`src/rtl/core/rtkt_pkg.sv`:
```
// Shared types and constants for the ranked top-k table.
package rtkt_pkg;

  // Default number of ranks the table holds.
  localparam int TABLE_DEPTH_DEF = 16;

  // Largest values of the narrow result fields.
  localparam int RANK_MAX  = 15;
  localparam int COUNT_MAX = 31;

  typedef enum logic [1:0] {
    OP_INSERT = 2'd0,
    OP_READ   = 2'd1,
    OP_CLEAR  = 2'd2
  } op_t;

  typedef struct packed {
    logic [23:0] score;
    logic [15:0] seconds;
    logic [7:0]  grid;
    logic [31:0] player;
  } entry_t;

endpackage

```
`src/rtl/core/rtkt_ifs.sv`:
```
// Valid/ready channel interfaces for the ranked top-k table.
interface rtkt_in_if;
  logic        valid;
  logic        ready;
  logic [1:0]  op;
  logic [23:0] entry_score;
  logic [15:0] elapsed_seconds;
  logic [7:0]  grid_size;
  logic [31:0] player_tag;
  logic [3:0]  read_rank;

  modport source (output valid, op, entry_score, elapsed_seconds, grid_size, player_tag,
                  read_rank, input ready);
  modport sink   (input valid, op, entry_score, elapsed_seconds, grid_size, player_tag,
                  read_rank, output ready);
endinterface

interface rtkt_out_if;
  logic        valid;
  logic        ready;
  logic        kept;
  logic [3:0]  placed_rank;
  logic [4:0]  entry_count;
  logic        read_valid;
  logic [23:0] read_score;
  logic [15:0] read_seconds;
  logic [7:0]  read_grid;
  logic [31:0] read_player;

  modport source (output valid, kept, placed_rank, entry_count, read_valid, read_score,
                  read_seconds, read_grid, read_player, input ready);
  modport sink   (input valid, kept, placed_rank, entry_count, read_valid, read_score,
                  read_seconds, read_grid, read_player, output ready);
endinterface

```
`src/rtl/core/rtkt_store.sv`:
```
// Entry memory: one write port, one read port with registered read data.
module rtkt_store #(
  parameter int DEPTH = rtkt_pkg::TABLE_DEPTH_DEF,
  parameter int AW    = $clog2(DEPTH)
) (
  input  logic                   clk,
  input  logic                   wr_en,
  input  logic [AW-1:0]          wr_addr,
  input  rtkt_pkg::entry_t       wr_data,
  input  logic [AW-1:0]          rd_addr,
  output rtkt_pkg::entry_t       rd_data
);

  rtkt_pkg::entry_t mem [DEPTH];
  rtkt_pkg::entry_t rd_data_r;

  always_ff @(posedge clk) begin
    if (wr_en) begin
      mem[wr_addr] <= wr_data;
    end
    rd_data_r <= mem[rd_addr];
  end

  assign rd_data = rd_data_r;

endmodule

```
`src/rtl/core/rtkt_cmp.sv`:
```
// Rank comparator: true when the candidate ranks strictly above the stored entry.
module rtkt_cmp (
  input  rtkt_pkg::entry_t cand,
  input  rtkt_pkg::entry_t stored,
  output logic             beats
);

  // Higher score wins; on equal score the shorter time wins. Exact ties lose,
  // so a new entry lands after an identical one.
  assign beats = (cand.score > stored.score) ||
                 ((cand.score == stored.score) && (cand.seconds < stored.seconds));

endmodule

```
`src/rtl/core/ranked_top_k_table.sv`:
```
// Top level of the ranked top-k table: sequencer, entry memory and comparator.
//
// Keeps up to TABLE_DEPTH entries in rank order (higher score first, then lower
// time) and takes one transaction at a time: insert, read by rank, or clear.
// Every input transaction yields exactly one result transaction. An insert walks
// the table from the worst held entry upward through one shared comparator,
// moving each beaten entry down one rank as it goes, one entry per cycle. An
// insert that stops at an entry it does not beat goes through acceptance, the
// first memory read, one compare per entry it passes plus the stopping compare,
// the final write and the result. An insert that beats every held entry needs
// no stopping compare. With the table empty an insert goes straight to the
// final write and the result, and an insert rejected by a full table skips the
// write. A read goes through the memory read and a fetch to the result, or
// straight to the result if the rank is empty; a clear or an unused op code
// goes straight to the result. The walk length is set by the single read port
// of the entry memory and the single comparator. The input is not ready while a
// transaction is in progress or its result waits to be taken. When the table is
// full and the new entry does not beat the worst one, the insert is rejected
// with kept low and the table is left as it was. Rank and count fields saturate
// at 15 and 31 when TABLE_DEPTH exceeds what they can show.
module ranked_top_k_table #(
  parameter int TABLE_DEPTH = rtkt_pkg::TABLE_DEPTH_DEF
) (
  input  logic        clk,
  input  logic        rst_n,
  rtkt_in_if.sink     in_ch,
  rtkt_out_if.source  out_ch
);

  localparam int AW = $clog2(TABLE_DEPTH);
  localparam int CW = $clog2(TABLE_DEPTH + 1);

  typedef enum logic [5:0] {
    ST_IDLE   = 6'b000001,
    ST_ISSUE  = 6'b000010,
    ST_SCAN   = 6'b000100,
    ST_PLACE  = 6'b001000,
    ST_FETCH  = 6'b010000,
    ST_RESULT = 6'b100000
  } state_t;

  state_t             state_r, state_nxt;
  logic [CW-1:0]      held_r, held_nxt;
  rtkt_pkg::op_t      op_r, op_nxt;
  rtkt_pkg::entry_t   new_r, new_nxt;
  logic [AW-1:0]      idx_r, idx_nxt;    // next address to read
  logic [AW-1:0]      cmp_r, cmp_nxt;    // address whose data is being compared
  logic [AW-1:0]      pos_r, pos_nxt;    // rank where the new entry goes

  logic               kept_r, kept_nxt;
  logic [3:0]         rank_r, rank_nxt;
  logic               rvalid_r, rvalid_nxt;
  rtkt_pkg::entry_t   rentry_r, rentry_nxt;

  logic               mem_we;
  logic [AW-1:0]      mem_waddr;
  rtkt_pkg::entry_t   mem_wdata;
  logic [AW-1:0]      mem_raddr;
  rtkt_pkg::entry_t   mem_rdata;
  logic               beats;

  logic [31:0]        below_w;           // rank just below the compared entry
  logic [31:0]        pos_w;
  logic [31:0]        held_w;

  rtkt_store #(
    .DEPTH (TABLE_DEPTH),
    .AW    (AW)
  ) u_store (
    .clk     (clk),
    .wr_en   (mem_we),
    .wr_addr (mem_waddr),
    .wr_data (mem_wdata),
    .rd_addr (mem_raddr),
    .rd_data (mem_rdata)
  );

  rtkt_cmp u_cmp (
    .cand   (new_r),
    .stored (mem_rdata),
    .beats  (beats)
  );

  assign below_w = 32'(cmp_r) + 32'd1;
  assign pos_w   = 32'(pos_r);
  assign held_w  = 32'(held_r);

  always_comb begin
    state_nxt  = state_r;
    held_nxt   = held_r;
    op_nxt     = op_r;
    new_nxt    = new_r;
    idx_nxt    = idx_r;
    cmp_nxt    = cmp_r;
    pos_nxt    = pos_r;
    kept_nxt   = kept_r;
    rank_nxt   = rank_r;
    rvalid_nxt = rvalid_r;
    rentry_nxt = rentry_r;
    mem_we     = 1'b0;
    mem_waddr  = AW'(below_w);
    mem_wdata  = mem_rdata;
    mem_raddr  = idx_r;

    case (state_r)
      ST_IDLE: begin
        if (in_ch.valid) begin
          op_nxt        = rtkt_pkg::op_t'(in_ch.op);
          new_nxt.score   = in_ch.entry_score;
          new_nxt.seconds = in_ch.elapsed_seconds;
          new_nxt.grid    = in_ch.grid_size;
          new_nxt.player  = in_ch.player_tag;
          kept_nxt      = 1'b0;
          rank_nxt      = 4'd0;
          rvalid_nxt    = 1'b0;
          rentry_nxt    = '0;
          case (rtkt_pkg::op_t'(in_ch.op))
            rtkt_pkg::OP_INSERT: begin
              if (held_r == '0) begin
                pos_nxt   = '0;
                state_nxt = ST_PLACE;
              end else begin
                idx_nxt   = AW'(held_r - CW'(1));
                state_nxt = ST_ISSUE;
              end
            end
            rtkt_pkg::OP_READ: begin
              if (32'(in_ch.read_rank) < held_w) begin
                idx_nxt   = AW'(in_ch.read_rank);
                state_nxt = ST_ISSUE;
              end else begin
                state_nxt = ST_RESULT;
              end
            end
            rtkt_pkg::OP_CLEAR: begin
              held_nxt  = '0;
              state_nxt = ST_RESULT;
            end
            default: begin
              state_nxt = ST_RESULT;
            end
          endcase
        end
      end

      ST_ISSUE: begin
        cmp_nxt   = idx_r;
        idx_nxt   = idx_r - AW'(1);
        state_nxt = (op_r == rtkt_pkg::OP_READ) ? ST_FETCH : ST_SCAN;
      end

      ST_SCAN: begin
        // The read of the next higher rank is already in flight, so the walk
        // keeps one entry per cycle while the new entry keeps winning.
        if (beats) begin
          if (below_w < 32'(TABLE_DEPTH)) begin
            mem_we = 1'b1;
          end
          if (cmp_r == '0) begin
            pos_nxt   = '0;
            state_nxt = ST_PLACE;
          end else begin
            cmp_nxt = cmp_r - AW'(1);
            idx_nxt = idx_r - AW'(1);
          end
        end else if (below_w < 32'(TABLE_DEPTH)) begin
          pos_nxt   = AW'(below_w);
          state_nxt = ST_PLACE;
        end else begin
          // Table full and the new entry does not beat the worst one.
          state_nxt = ST_RESULT;
        end
      end

      ST_PLACE: begin
        mem_we    = 1'b1;
        mem_waddr = pos_r;
        mem_wdata = new_r;
        if (held_w < 32'(TABLE_DEPTH)) begin
          held_nxt = held_r + CW'(1);
        end
        kept_nxt  = 1'b1;
        rank_nxt  = (pos_w > 32'(rtkt_pkg::RANK_MAX)) ? 4'(rtkt_pkg::RANK_MAX) : pos_w[3:0];
        state_nxt = ST_RESULT;
      end

      ST_FETCH: begin
        rvalid_nxt = 1'b1;
        rentry_nxt = mem_rdata;
        state_nxt  = ST_RESULT;
      end

      ST_RESULT: begin
        if (out_ch.ready) begin
          state_nxt = ST_IDLE;
        end
      end

      default: begin
        state_nxt = ST_IDLE;
      end
    endcase
  end

  always_ff @(posedge clk) begin
    if (!rst_n) begin
      state_r <= ST_IDLE;
      held_r  <= '0;
    end else begin
      state_r <= state_nxt;
      held_r  <= held_nxt;
    end
  end

  always_ff @(posedge clk) begin
    op_r     <= op_nxt;
    new_r    <= new_nxt;
    idx_r    <= idx_nxt;
    cmp_r    <= cmp_nxt;
    pos_r    <= pos_nxt;
    kept_r   <= kept_nxt;
    rank_r   <= rank_nxt;
    rvalid_r <= rvalid_nxt;
    rentry_r <= rentry_nxt;
  end

  // The input is taken only when no transaction is in progress.
  assign in_ch.ready = (state_r == ST_IDLE);

  // The result is held in registers until the downstream side takes it.
  assign out_ch.valid        = (state_r == ST_RESULT);
  assign out_ch.kept         = kept_r;
  assign out_ch.placed_rank  = rank_r;
  assign out_ch.entry_count  = (held_w > 32'(rtkt_pkg::COUNT_MAX)) ?
                               5'(rtkt_pkg::COUNT_MAX) : held_w[4:0];
  assign out_ch.read_valid   = rvalid_r;
  assign out_ch.read_score   = rentry_r.score;
  assign out_ch.read_seconds = rentry_r.seconds;
  assign out_ch.read_grid    = rentry_r.grid;
  assign out_ch.read_player  = rentry_r.player;

endmodule
```
`src/flat_wrapper.sv`:
```
// flat-port wrapper written by rule: the top's interface ports become plain ports
module ranked_top_k_table_flat 
#(
  parameter int TABLE_DEPTH = rtkt_pkg::TABLE_DEPTH_DEF
)
  (clk, rst_n, in_ch_valid, in_ch_op, in_ch_entry_score, in_ch_elapsed_seconds, in_ch_grid_size, in_ch_player_tag, in_ch_read_rank, in_ch_ready, out_ch_valid, out_ch_kept, out_ch_placed_rank, out_ch_entry_count, out_ch_read_valid, out_ch_read_score, out_ch_read_seconds, out_ch_read_grid, out_ch_read_player, out_ch_ready);
  rtkt_in_if in_ch_i ();
  rtkt_out_if out_ch_i ();
  input  logic clk;
  input  logic rst_n;
  input wire logic [$bits(in_ch_i.valid)-1:0] in_ch_valid;
  input wire logic [$bits(in_ch_i.op)-1:0] in_ch_op;
  input wire logic [$bits(in_ch_i.entry_score)-1:0] in_ch_entry_score;
  input wire logic [$bits(in_ch_i.elapsed_seconds)-1:0] in_ch_elapsed_seconds;
  input wire logic [$bits(in_ch_i.grid_size)-1:0] in_ch_grid_size;
  input wire logic [$bits(in_ch_i.player_tag)-1:0] in_ch_player_tag;
  input wire logic [$bits(in_ch_i.read_rank)-1:0] in_ch_read_rank;
  output wire logic [$bits(in_ch_i.ready)-1:0] in_ch_ready;
  output wire logic [$bits(out_ch_i.valid)-1:0] out_ch_valid;
  output wire logic [$bits(out_ch_i.kept)-1:0] out_ch_kept;
  output wire logic [$bits(out_ch_i.placed_rank)-1:0] out_ch_placed_rank;
  output wire logic [$bits(out_ch_i.entry_count)-1:0] out_ch_entry_count;
  output wire logic [$bits(out_ch_i.read_valid)-1:0] out_ch_read_valid;
  output wire logic [$bits(out_ch_i.read_score)-1:0] out_ch_read_score;
  output wire logic [$bits(out_ch_i.read_seconds)-1:0] out_ch_read_seconds;
  output wire logic [$bits(out_ch_i.read_grid)-1:0] out_ch_read_grid;
  output wire logic [$bits(out_ch_i.read_player)-1:0] out_ch_read_player;
  input wire logic [$bits(out_ch_i.ready)-1:0] out_ch_ready;
  assign in_ch_i.valid = in_ch_valid;
  assign in_ch_i.op = in_ch_op;
  assign in_ch_i.entry_score = in_ch_entry_score;
  assign in_ch_i.elapsed_seconds = in_ch_elapsed_seconds;
  assign in_ch_i.grid_size = in_ch_grid_size;
  assign in_ch_i.player_tag = in_ch_player_tag;
  assign in_ch_i.read_rank = in_ch_read_rank;
  assign in_ch_ready = in_ch_i.ready;
  assign out_ch_valid = out_ch_i.valid;
  assign out_ch_kept = out_ch_i.kept;
  assign out_ch_placed_rank = out_ch_i.placed_rank;
  assign out_ch_entry_count = out_ch_i.entry_count;
  assign out_ch_read_valid = out_ch_i.read_valid;
  assign out_ch_read_score = out_ch_i.read_score;
  assign out_ch_read_seconds = out_ch_i.read_seconds;
  assign out_ch_read_grid = out_ch_i.read_grid;
  assign out_ch_read_player = out_ch_i.read_player;
  assign out_ch_i.ready = out_ch_ready;
  ranked_top_k_table #(.TABLE_DEPTH(TABLE_DEPTH)) u_core (.clk(clk), .rst_n(rst_n), .in_ch(in_ch_i), .out_ch(out_ch_i));
endmodule
```
`config.mk`:
```
export PLATFORM = sky130hd
export DESIGN_NAME = ranked_top_k_table_flat
export DESIGN_NICKNAME = d
export VERILOG_FILES = /design/src/rtl/core/rtkt_pkg.sv /design/src/rtl/core/rtkt_ifs.sv /design/src/rtl/core/rtkt_store.sv /design/src/rtl/core/rtkt_cmp.sv /design/src/rtl/core/ranked_top_k_table.sv /design/src/flat_wrapper.sv
export SDC_FILE = /design/constraint.sdc
export NUM_CORES = 2
export LEC_CHECK = 0
export ABC_AREA = 1
export BUFFER_PORTS_ARGS = -buffer_cell sky130_fd_sc_hd__buf_4
export CAP_MARGIN = 30
export CORE_MARGIN = 1
export CORE_UTILIZATION = 32
export DETAILED_ROUTE_END_ITERATION = 10
export HOLD_SLACK_MARGIN = 0.1
export PLACE_DENSITY = 0.46
export SYNTH_ARGS = -nofsm -noshare
export SYNTH_HDL_FRONTEND = slang
export SYNTH_SLANG_ARGS = --single-unit
```
`constraint.sdc`:
```
create_clock -name clk -period 8.75 [get_ports clk]
set_clock_uncertainty 0.15 [all_clocks]
set_input_delay 0.875 -clock clk [delete_from_list [all_inputs] [get_ports clk]]
set_output_delay 0.875 -clock clk [all_outputs]
set_load 0.03 [all_outputs]
```
==> Yosys cells after proc, flatten, opt, wreduce, memory -nomap -nowiden <==
Memories as Yosys holds them, arrays and structs flattened. A register that Yosys moved wholly into a read port is not among the register bits.
Cells that the tools add are included.
{ "totals": {"input_bits": 90, "register_bits": 191, "output_inout_bits": 93, "memories": 1, "ramBits": 1280, "word_cells": 119} }
{ "mem_list": {"columns": ["name", "words", "width", "read_ports", "rd_ports_with_merged_regs", "wr", "line", "text"], "rows": [
  ["u_core.u_store.mem", 16, 80, 1, 1, 1, "rtkt_store.sv:14", "rtkt_pkg::entry_t mem [DEPTH];"]
]} }
{ "op_classes": {"reduce_logical": 19, "n_eq_ne": 23, "n_mux": 47, "addsub": 5, "order_cmp": 7} }
{ "op_table": {"columns": ["op", "count"], "rows": [
  ["$mux 80", 2],
  ["$pmux 80 s2", 1],
  ["$mux 4", 17],
  ["$mux 6", 6],
  ["$lt 32x5->1 const B", 1],
  ["$pmux 4 s2", 4],
  ["$pmux 6 s5", 1],
  ["$mux 5", 5],
  ["$eq 24x24->1", 1],
  ["$gt 24x24->1", 1],
  ["$lt 16x16->1", 1],
  ["$ne 2x1->1 const B", 6],
  ["$pmux 4 s3", 1],
  ["$pmux 6 s2", 1],
  ["$sub 4x1->4 const B", 3],
  ["$pmux 5 s2", 1],
  ["$reduce_bool 2->1", 4],
  ["$reduce_and 7->1", 1],
  ["$eq 6x1->1 const B", 1],
  ["$eq 6x2->1 const B", 1],
  ["$eq 6x3->1 const B", 1],
  ["$eq 6x4->1 const B", 1],
  ["$eq 6x5->1 const B", 1],
  ["$eq 6x6->1 const B", 1],
  ["25 further kinds", 38]
]} }

==> Longest topological paths before layout <==
{ "logic_depth": {"depth_word": 7, "ltp_mapped": 17, "ltp_nobuf": 17} }

==> Modules after synthesis <==
Synthesis repeated with hierarchy kept, for this count alone.
{ "hier_totals": {"cells_unflattened": 6196, "area_unflattened_um2": 65529.1} }
{ "by_module_without_submodules": {"columns": ["module", "cells_each", "area_each_um2", "instances", "seq_area_each_um2"], "rows": [
  ["rtkt_store", 5255, 56195.1, 1, 40038.4],
  ["ranked_top_k_table", 761, 8247.9, 1, 5625.4],
  ["rtkt_cmp", 180, 1086.0, 1, 0.0]
]} }

==> Worst setup path after synthesis <==
Ideal clock, no wire load.
{ "synth_path": {"path_kind": "register to register", "startpoint": "reg u_core.new_r[71] (netlist name)", "endpoint": "mem u_core.u_store.mem[10][0] (netlist name) (enable)", "slack_ps": 3066, "required_ps": 8081, "path_buffers": 0, "path_stages_with_launch": 14, "arrival_time_ps": 5015, "period_less_slack_ps": 5684, "setup_time_ps": 519, "cell_sequence": "edfxtp_1 ha_1 nand2_1 nor2_1 nand4_1 nor2_2 nand2_1 nor2_1 nand2_1 nand2_2 nand3_1 nand2_2 nand3b_2 nor2_1"} }
{ "synth_via": {"elab_chain_cells": 7, "word_cells_on_any_way": 8, "cone_classes": "order compare: 1; eq/ne: 1; mux: 4; reduce/logical: 2"} }
{ "synth_lines": {"columns": ["element", "line", "text"], "rows": [
  ["start, declared", "ranked_top_k_table.sv:45", "rtkt_pkg::entry_t new_r, new_nxt;"],
  ["start signal, assigned", "ranked_top_k_table.sv:217", "new_r <= new_nxt;"],
  ["branches (longest 2 deep; another with $gt 24x24->1)", null, null],
  ["$logic_or 1x1->1 (*)", "rtkt_cmp.sv:10", "assign beats = (cand.score > stored.score) ||"],
  ["$mux 1 (*)", "ranked_top_k_table.sv:155", "if (beats) begin"],
  ["$pmux 1 s2 (*)", "ranked_top_k_table.sv:105", "case (state_r)"],
  ["$mux 1 (*)", "rtkt_store.sv:18", "if (wr_en) begin"],
  ["$mux 1 (not written as such) (*)", "rtkt_store.sv:19", "mem[wr_addr] <= wr_data;"],
  ["end, declared", "rtkt_store.sv:14", null]
]} }
Every way passes the cells marked *.

==> Final worst setup path <==
{ "layout_path": {"startpoint": "reg u_core.new_r[41] (netlist name)", "endpoint": "mem u_core.u_store.mem[11][1] (netlist name) (enable)"} }
{ "layout_via": {"elab_chain_cells": 7} }
{ "layout_lines": {"columns": ["element", "line", "text"], "rows": [
  ["$lt 16x16->1", "rtkt_cmp.sv:11", "((cand.score == stored.score) && (cand.seconds < stored.seconds));"],
  ["$logic_and 1x1->1", "rtkt_cmp.sv:11", null],
  ["$logic_or 1x1->1", "rtkt_cmp.sv:10", null],
  ["$mux 1", "ranked_top_k_table.sv:155", null],
  ["$pmux 1 s2", "ranked_top_k_table.sv:105", null],
  ["$mux 1", "rtkt_store.sv:18", null],
  ["$mux 1 (not written as such)", "rtkt_store.sv:19", null]
]} }
Every way passes these cells.

==> impl_metrics.env <==
export IMPL_rr_endpoint="u_core.u_store.mem[11][1]"
export IMPL_period_share_pct=53.3
export IMPL_worstHoldPathCells=1
export IMPL_placed_cell_area_um2=64400
export IMPL_hold_viol_final=0
export IMPL_wl_met3_um=7820
export IMPL_yosys_warnings=0
export IMPL_diodes=0
export IMPL_worst_pin_slew_ns=1.10
export IMPL_drive_gt1_share_pct=12.6
export IMPL_wirelength_met1_um=81200
export IMPL_clkTransAtPathRegs_ns=0.06
export IMPL_min_to="u_core.new_r[56]"
export IMPL_synth_edf_count=1460
export IMPL_hold_start="in_ch_entry_score[0]"
export IMPL_arrival_ns=4.94
export IMPL_power_density_nw_per_um2=322
export IMPL_cts_num_sinks=1551
export IMPL_finalNetCount=4943
export IMPL_cts_buffers=171
export IMPL_place_congestion=0.749
export IMPL_htreeDepth=4
export IMPL_ys_seq_area_share_pct=76.4
export IMPL_core_area_um2=185000
export IMPL_first_global_vias=36100
export IMPL_fin_area_um2=70900
export IMPL_grt_total_usage_pct=17.8
export IMPL_cellLeakagePower_uw=0.0241
export IMPL_ff2ff_setup_slack_ns=4.09
export IMPL_drt_pass1_iterations=5
export IMPL_cts_root_buffer="clkbuf_16"
export IMPL_r2r_cells=16
export IMPL_grt_overflow_total=0
export IMPL_synth_area_um2=59700
export IMPL_dp_hpwl_um=91100
export IMPL_finalPower_uw=22900
export IMPL_wire_per_inst_um=22.8
export IMPL_viasPerCell=4.97
export IMPL_endpoint_kind="flip-flop"
export IMPL_synthDistinctLibCells=44
export IMPL_outcome="finished, final reports clean"
export IMPL_ios=183
export IMPL_ys_ff_latch=1551
export IMPL_crit_required_ns=9.02
export IMPL_finalSetupViolCount=0
export IMPL_numPortBuffers=182
export IMPL_area_growth_pct=18.7
export IMPL_die_height_um=434
export IMPL_layout_commonest_cell="edfxtp_1"
export IMPL_maxSlewViolCount=0
export IMPL_drtAntennaViolNets=0
export IMPL_die_x_um=434
export IMPL_grt_pass1_wl_um=248000
export IMPL_syn_nets=4644
export IMPL_fp_row_count=158
export IMPL_layout_common_cells="1460 x edfxtp_1, 863 x nand2_1, 436 x nor2_1"
export IMPL_drt_iter0_markers=2895
export IMPL_start_util_pct=32.2
export IMPL_fmax_mhz=214
export IMPL_dieArea_um2=188000
export IMPL_top_layer="met5"
export IMPL_post_cts_setup_buffer_count=0
export IMPL_cap_viol_max_count=0
export IMPL_netlist_instances=4505
export IMPL_seq_area_um2=45700
export IMPL_clock_latency_ns=0.81
export IMPL_fin_util_pct=38.3
export IMPL_drcViolationCount=0
export IMPL_crit_type="reg2reg"
export IMPL_path_max_fanout=37
export IMPL_wl_met2_um=76500
export IMPL_multiInputGateArea_um2=12500
export IMPL_antenna_found_initial=6
export IMPL_synthFlopType="edfxtp_1"
export IMPL_cts_tree="built"
export IMPL_fill_cells=17800
export IMPL_r2r_start="u_core.new_r[41]"
export IMPL_max_slew_margin_pct=26.1
export IMPL_vias=36900
export IMPL_avgSynthCellArea_um2=13.3
export IMPL_period_needed_ns=4.66
export IMPL_grt_max_degree=191
export IMPL_routed_wl_um=170000
export IMPL_cts_max_path_buffers=3
export IMPL_hold_path_class="in2reg"
export IMPL_setup_tns_ns=0
export IMPL_grt_setup_unrepaired="no"
export IMPL_worstSetupStartpointType="flip-flop"
export IMPL_irDropWorstVdd_uv=266
export IMPL_async_flop_share_pct=0
## cells by family after synthesis
| family | count (synthesis) | synth area share [%] |
|---|---|---|
| flip-flops | 1551 | 76.4 |
| AND/OR/NAND/NOR | 1702 | 11.9 |
| AO/OA/AOI/OAI | 780 | 7.72 |
| XOR/XNOR | 6 | 0.0880 |
| buffers and inverters | 417 | 2.85 |
| adder cells (fa/ha/maj) | 49 | 1.03 |
## Yosys cell counts, types with 2 or more instances
cell type  number  area (µm²)
nor2_1        453        1700
o21ai_0       450        2250
nand3b_1        2        15.0
inv_2          14        52.6
nor2_2          2        12.5
o221ai_1      113         990
nand2_2         5        31.3
buf_1          27         101
edfxtp_1     1460       43800
o211ai_1        2        15.0
o22ai_1        48         300
o21a_1          3        22.5
buf_2         108         541
a21oi_1        88         440
o21ai_2         2        17.5
xor2_1          5        43.8
inv_1         124         465
nand3_1       237        1190
dfxtp_1        91        1820
nand4_1       120         751
a211oi_2        4        50.1
nor4_1          3        18.8
nand3b_2        2        22.5
o21ai_1        18        90.1
ha_1           49         613
a311oi_1       30         263
clkbuf_1      143         537
a211oi_1       16         120
nand2_1       864        3240
nor3_1          7        35.0
a21o_1          2        15.0
## through the flow
stage | worst slack, ns | instances | hold slack (ns)
final | 4.09 | 7432 | 0.168
after global routing | 3.79 | 7432 | 0.120
after CTS | 3.96 | 7429 | 0.104
after detailed placement | 3.98 | 7026 | 0.296
after global placement | 3.98 | 7016 | 0.287
after floorplan | 3.07 | 4505 | 0.268
## routing by layer
metal | up-vias | global-route usage (%)
met1 | 18700 | 26.0
met5 | - | 0
met4 | 2 | 5.25
li1 | 17100 | -
met2 | 906 | 27.4
met3 | 254 | 2.65
## registers in the layout (all words and copies together) (netlist names)
signal and count:
u_core.out_ch.read_score 24, u_core.u_store.rd_data 80, u_core.held_r 5, u_core.state_r 6
u_core.out_ch.read_player 32, u_core.op_r 2, u_core.cmp_r 4, u_core.out_ch.read_grid 8
u_core.new_r 80, u_core.out_ch.placed_rank 4, u_core.out_ch.kept 1, u_core.pos_r 4
u_core.out_ch.read_seconds 16, u_core.u_store.mem 1280, u_core.idx_r 4, u_core.out_ch.read_valid 1
## final cells by class
class	instances	share of cell area, %
Clock inverter	84	1.27
Tap cell	2480	4.37
Timing Repair Buffer	404	4.86
Sequential cell	1551	64.4
Multi-Input combinational cell	2537	17.7
Inverter	139	0.776
Clock buffer	237	6.68
## power by group
part           internal [µW]  switching (µW)
sequential              9540             145
clock                   4240            3000
combinational           1480            4450
total                  15300            7590
## critical path: stages, from the launching register on
cell and delay (ns):
edfxtp_1 0.39, ha_1 0.27, o21ai_0 0.08, nand2_1 0.07, nand2_1 0.06, nand2_1 0.12, nand2_1 0.09, nand2_1 0.12
nand2_1 0.32, nand2_1 0.17, nand2_2 0.14, nand3_1 0.09, nand2_2 0.13, nand3_2 0.24, nor2_4 0.39, buf_4 0.67
buf_4 0.65
## how the worst max path moves through the flow
stage	start	to	slack [ns]	cells after the start
floorplan	u_core.new_r[71]	u_core.u_store.mem[10][0]	3.07	13
CTS	u_core.new_r[41]	u_core.u_store.mem[11][3]	3.96	16
detailed placement	u_core.new_r[41]	u_core.u_store.mem[11][1]	3.98	16
global route	u_core.new_r[41]	u_core.u_store.mem[11][20]	3.79	16
global placement	u_core.new_r[41]	u_core.u_store.mem[11][70]	3.98	16
finish	u_core.new_r[41]	u_core.u_store.mem[11][1]	4.09	16
## what timing repair did
| action | 4_1_cts | 5_1_grt |
|---|---|---|
| endpoints found under the hold margin | 82 | 0 |
| setup endpoints to repair | 0 | 0 |
| resized for setup | 0 | 0 |
| hold buffers | 82 | 0 |
Power figures use the tool's default switching activity.
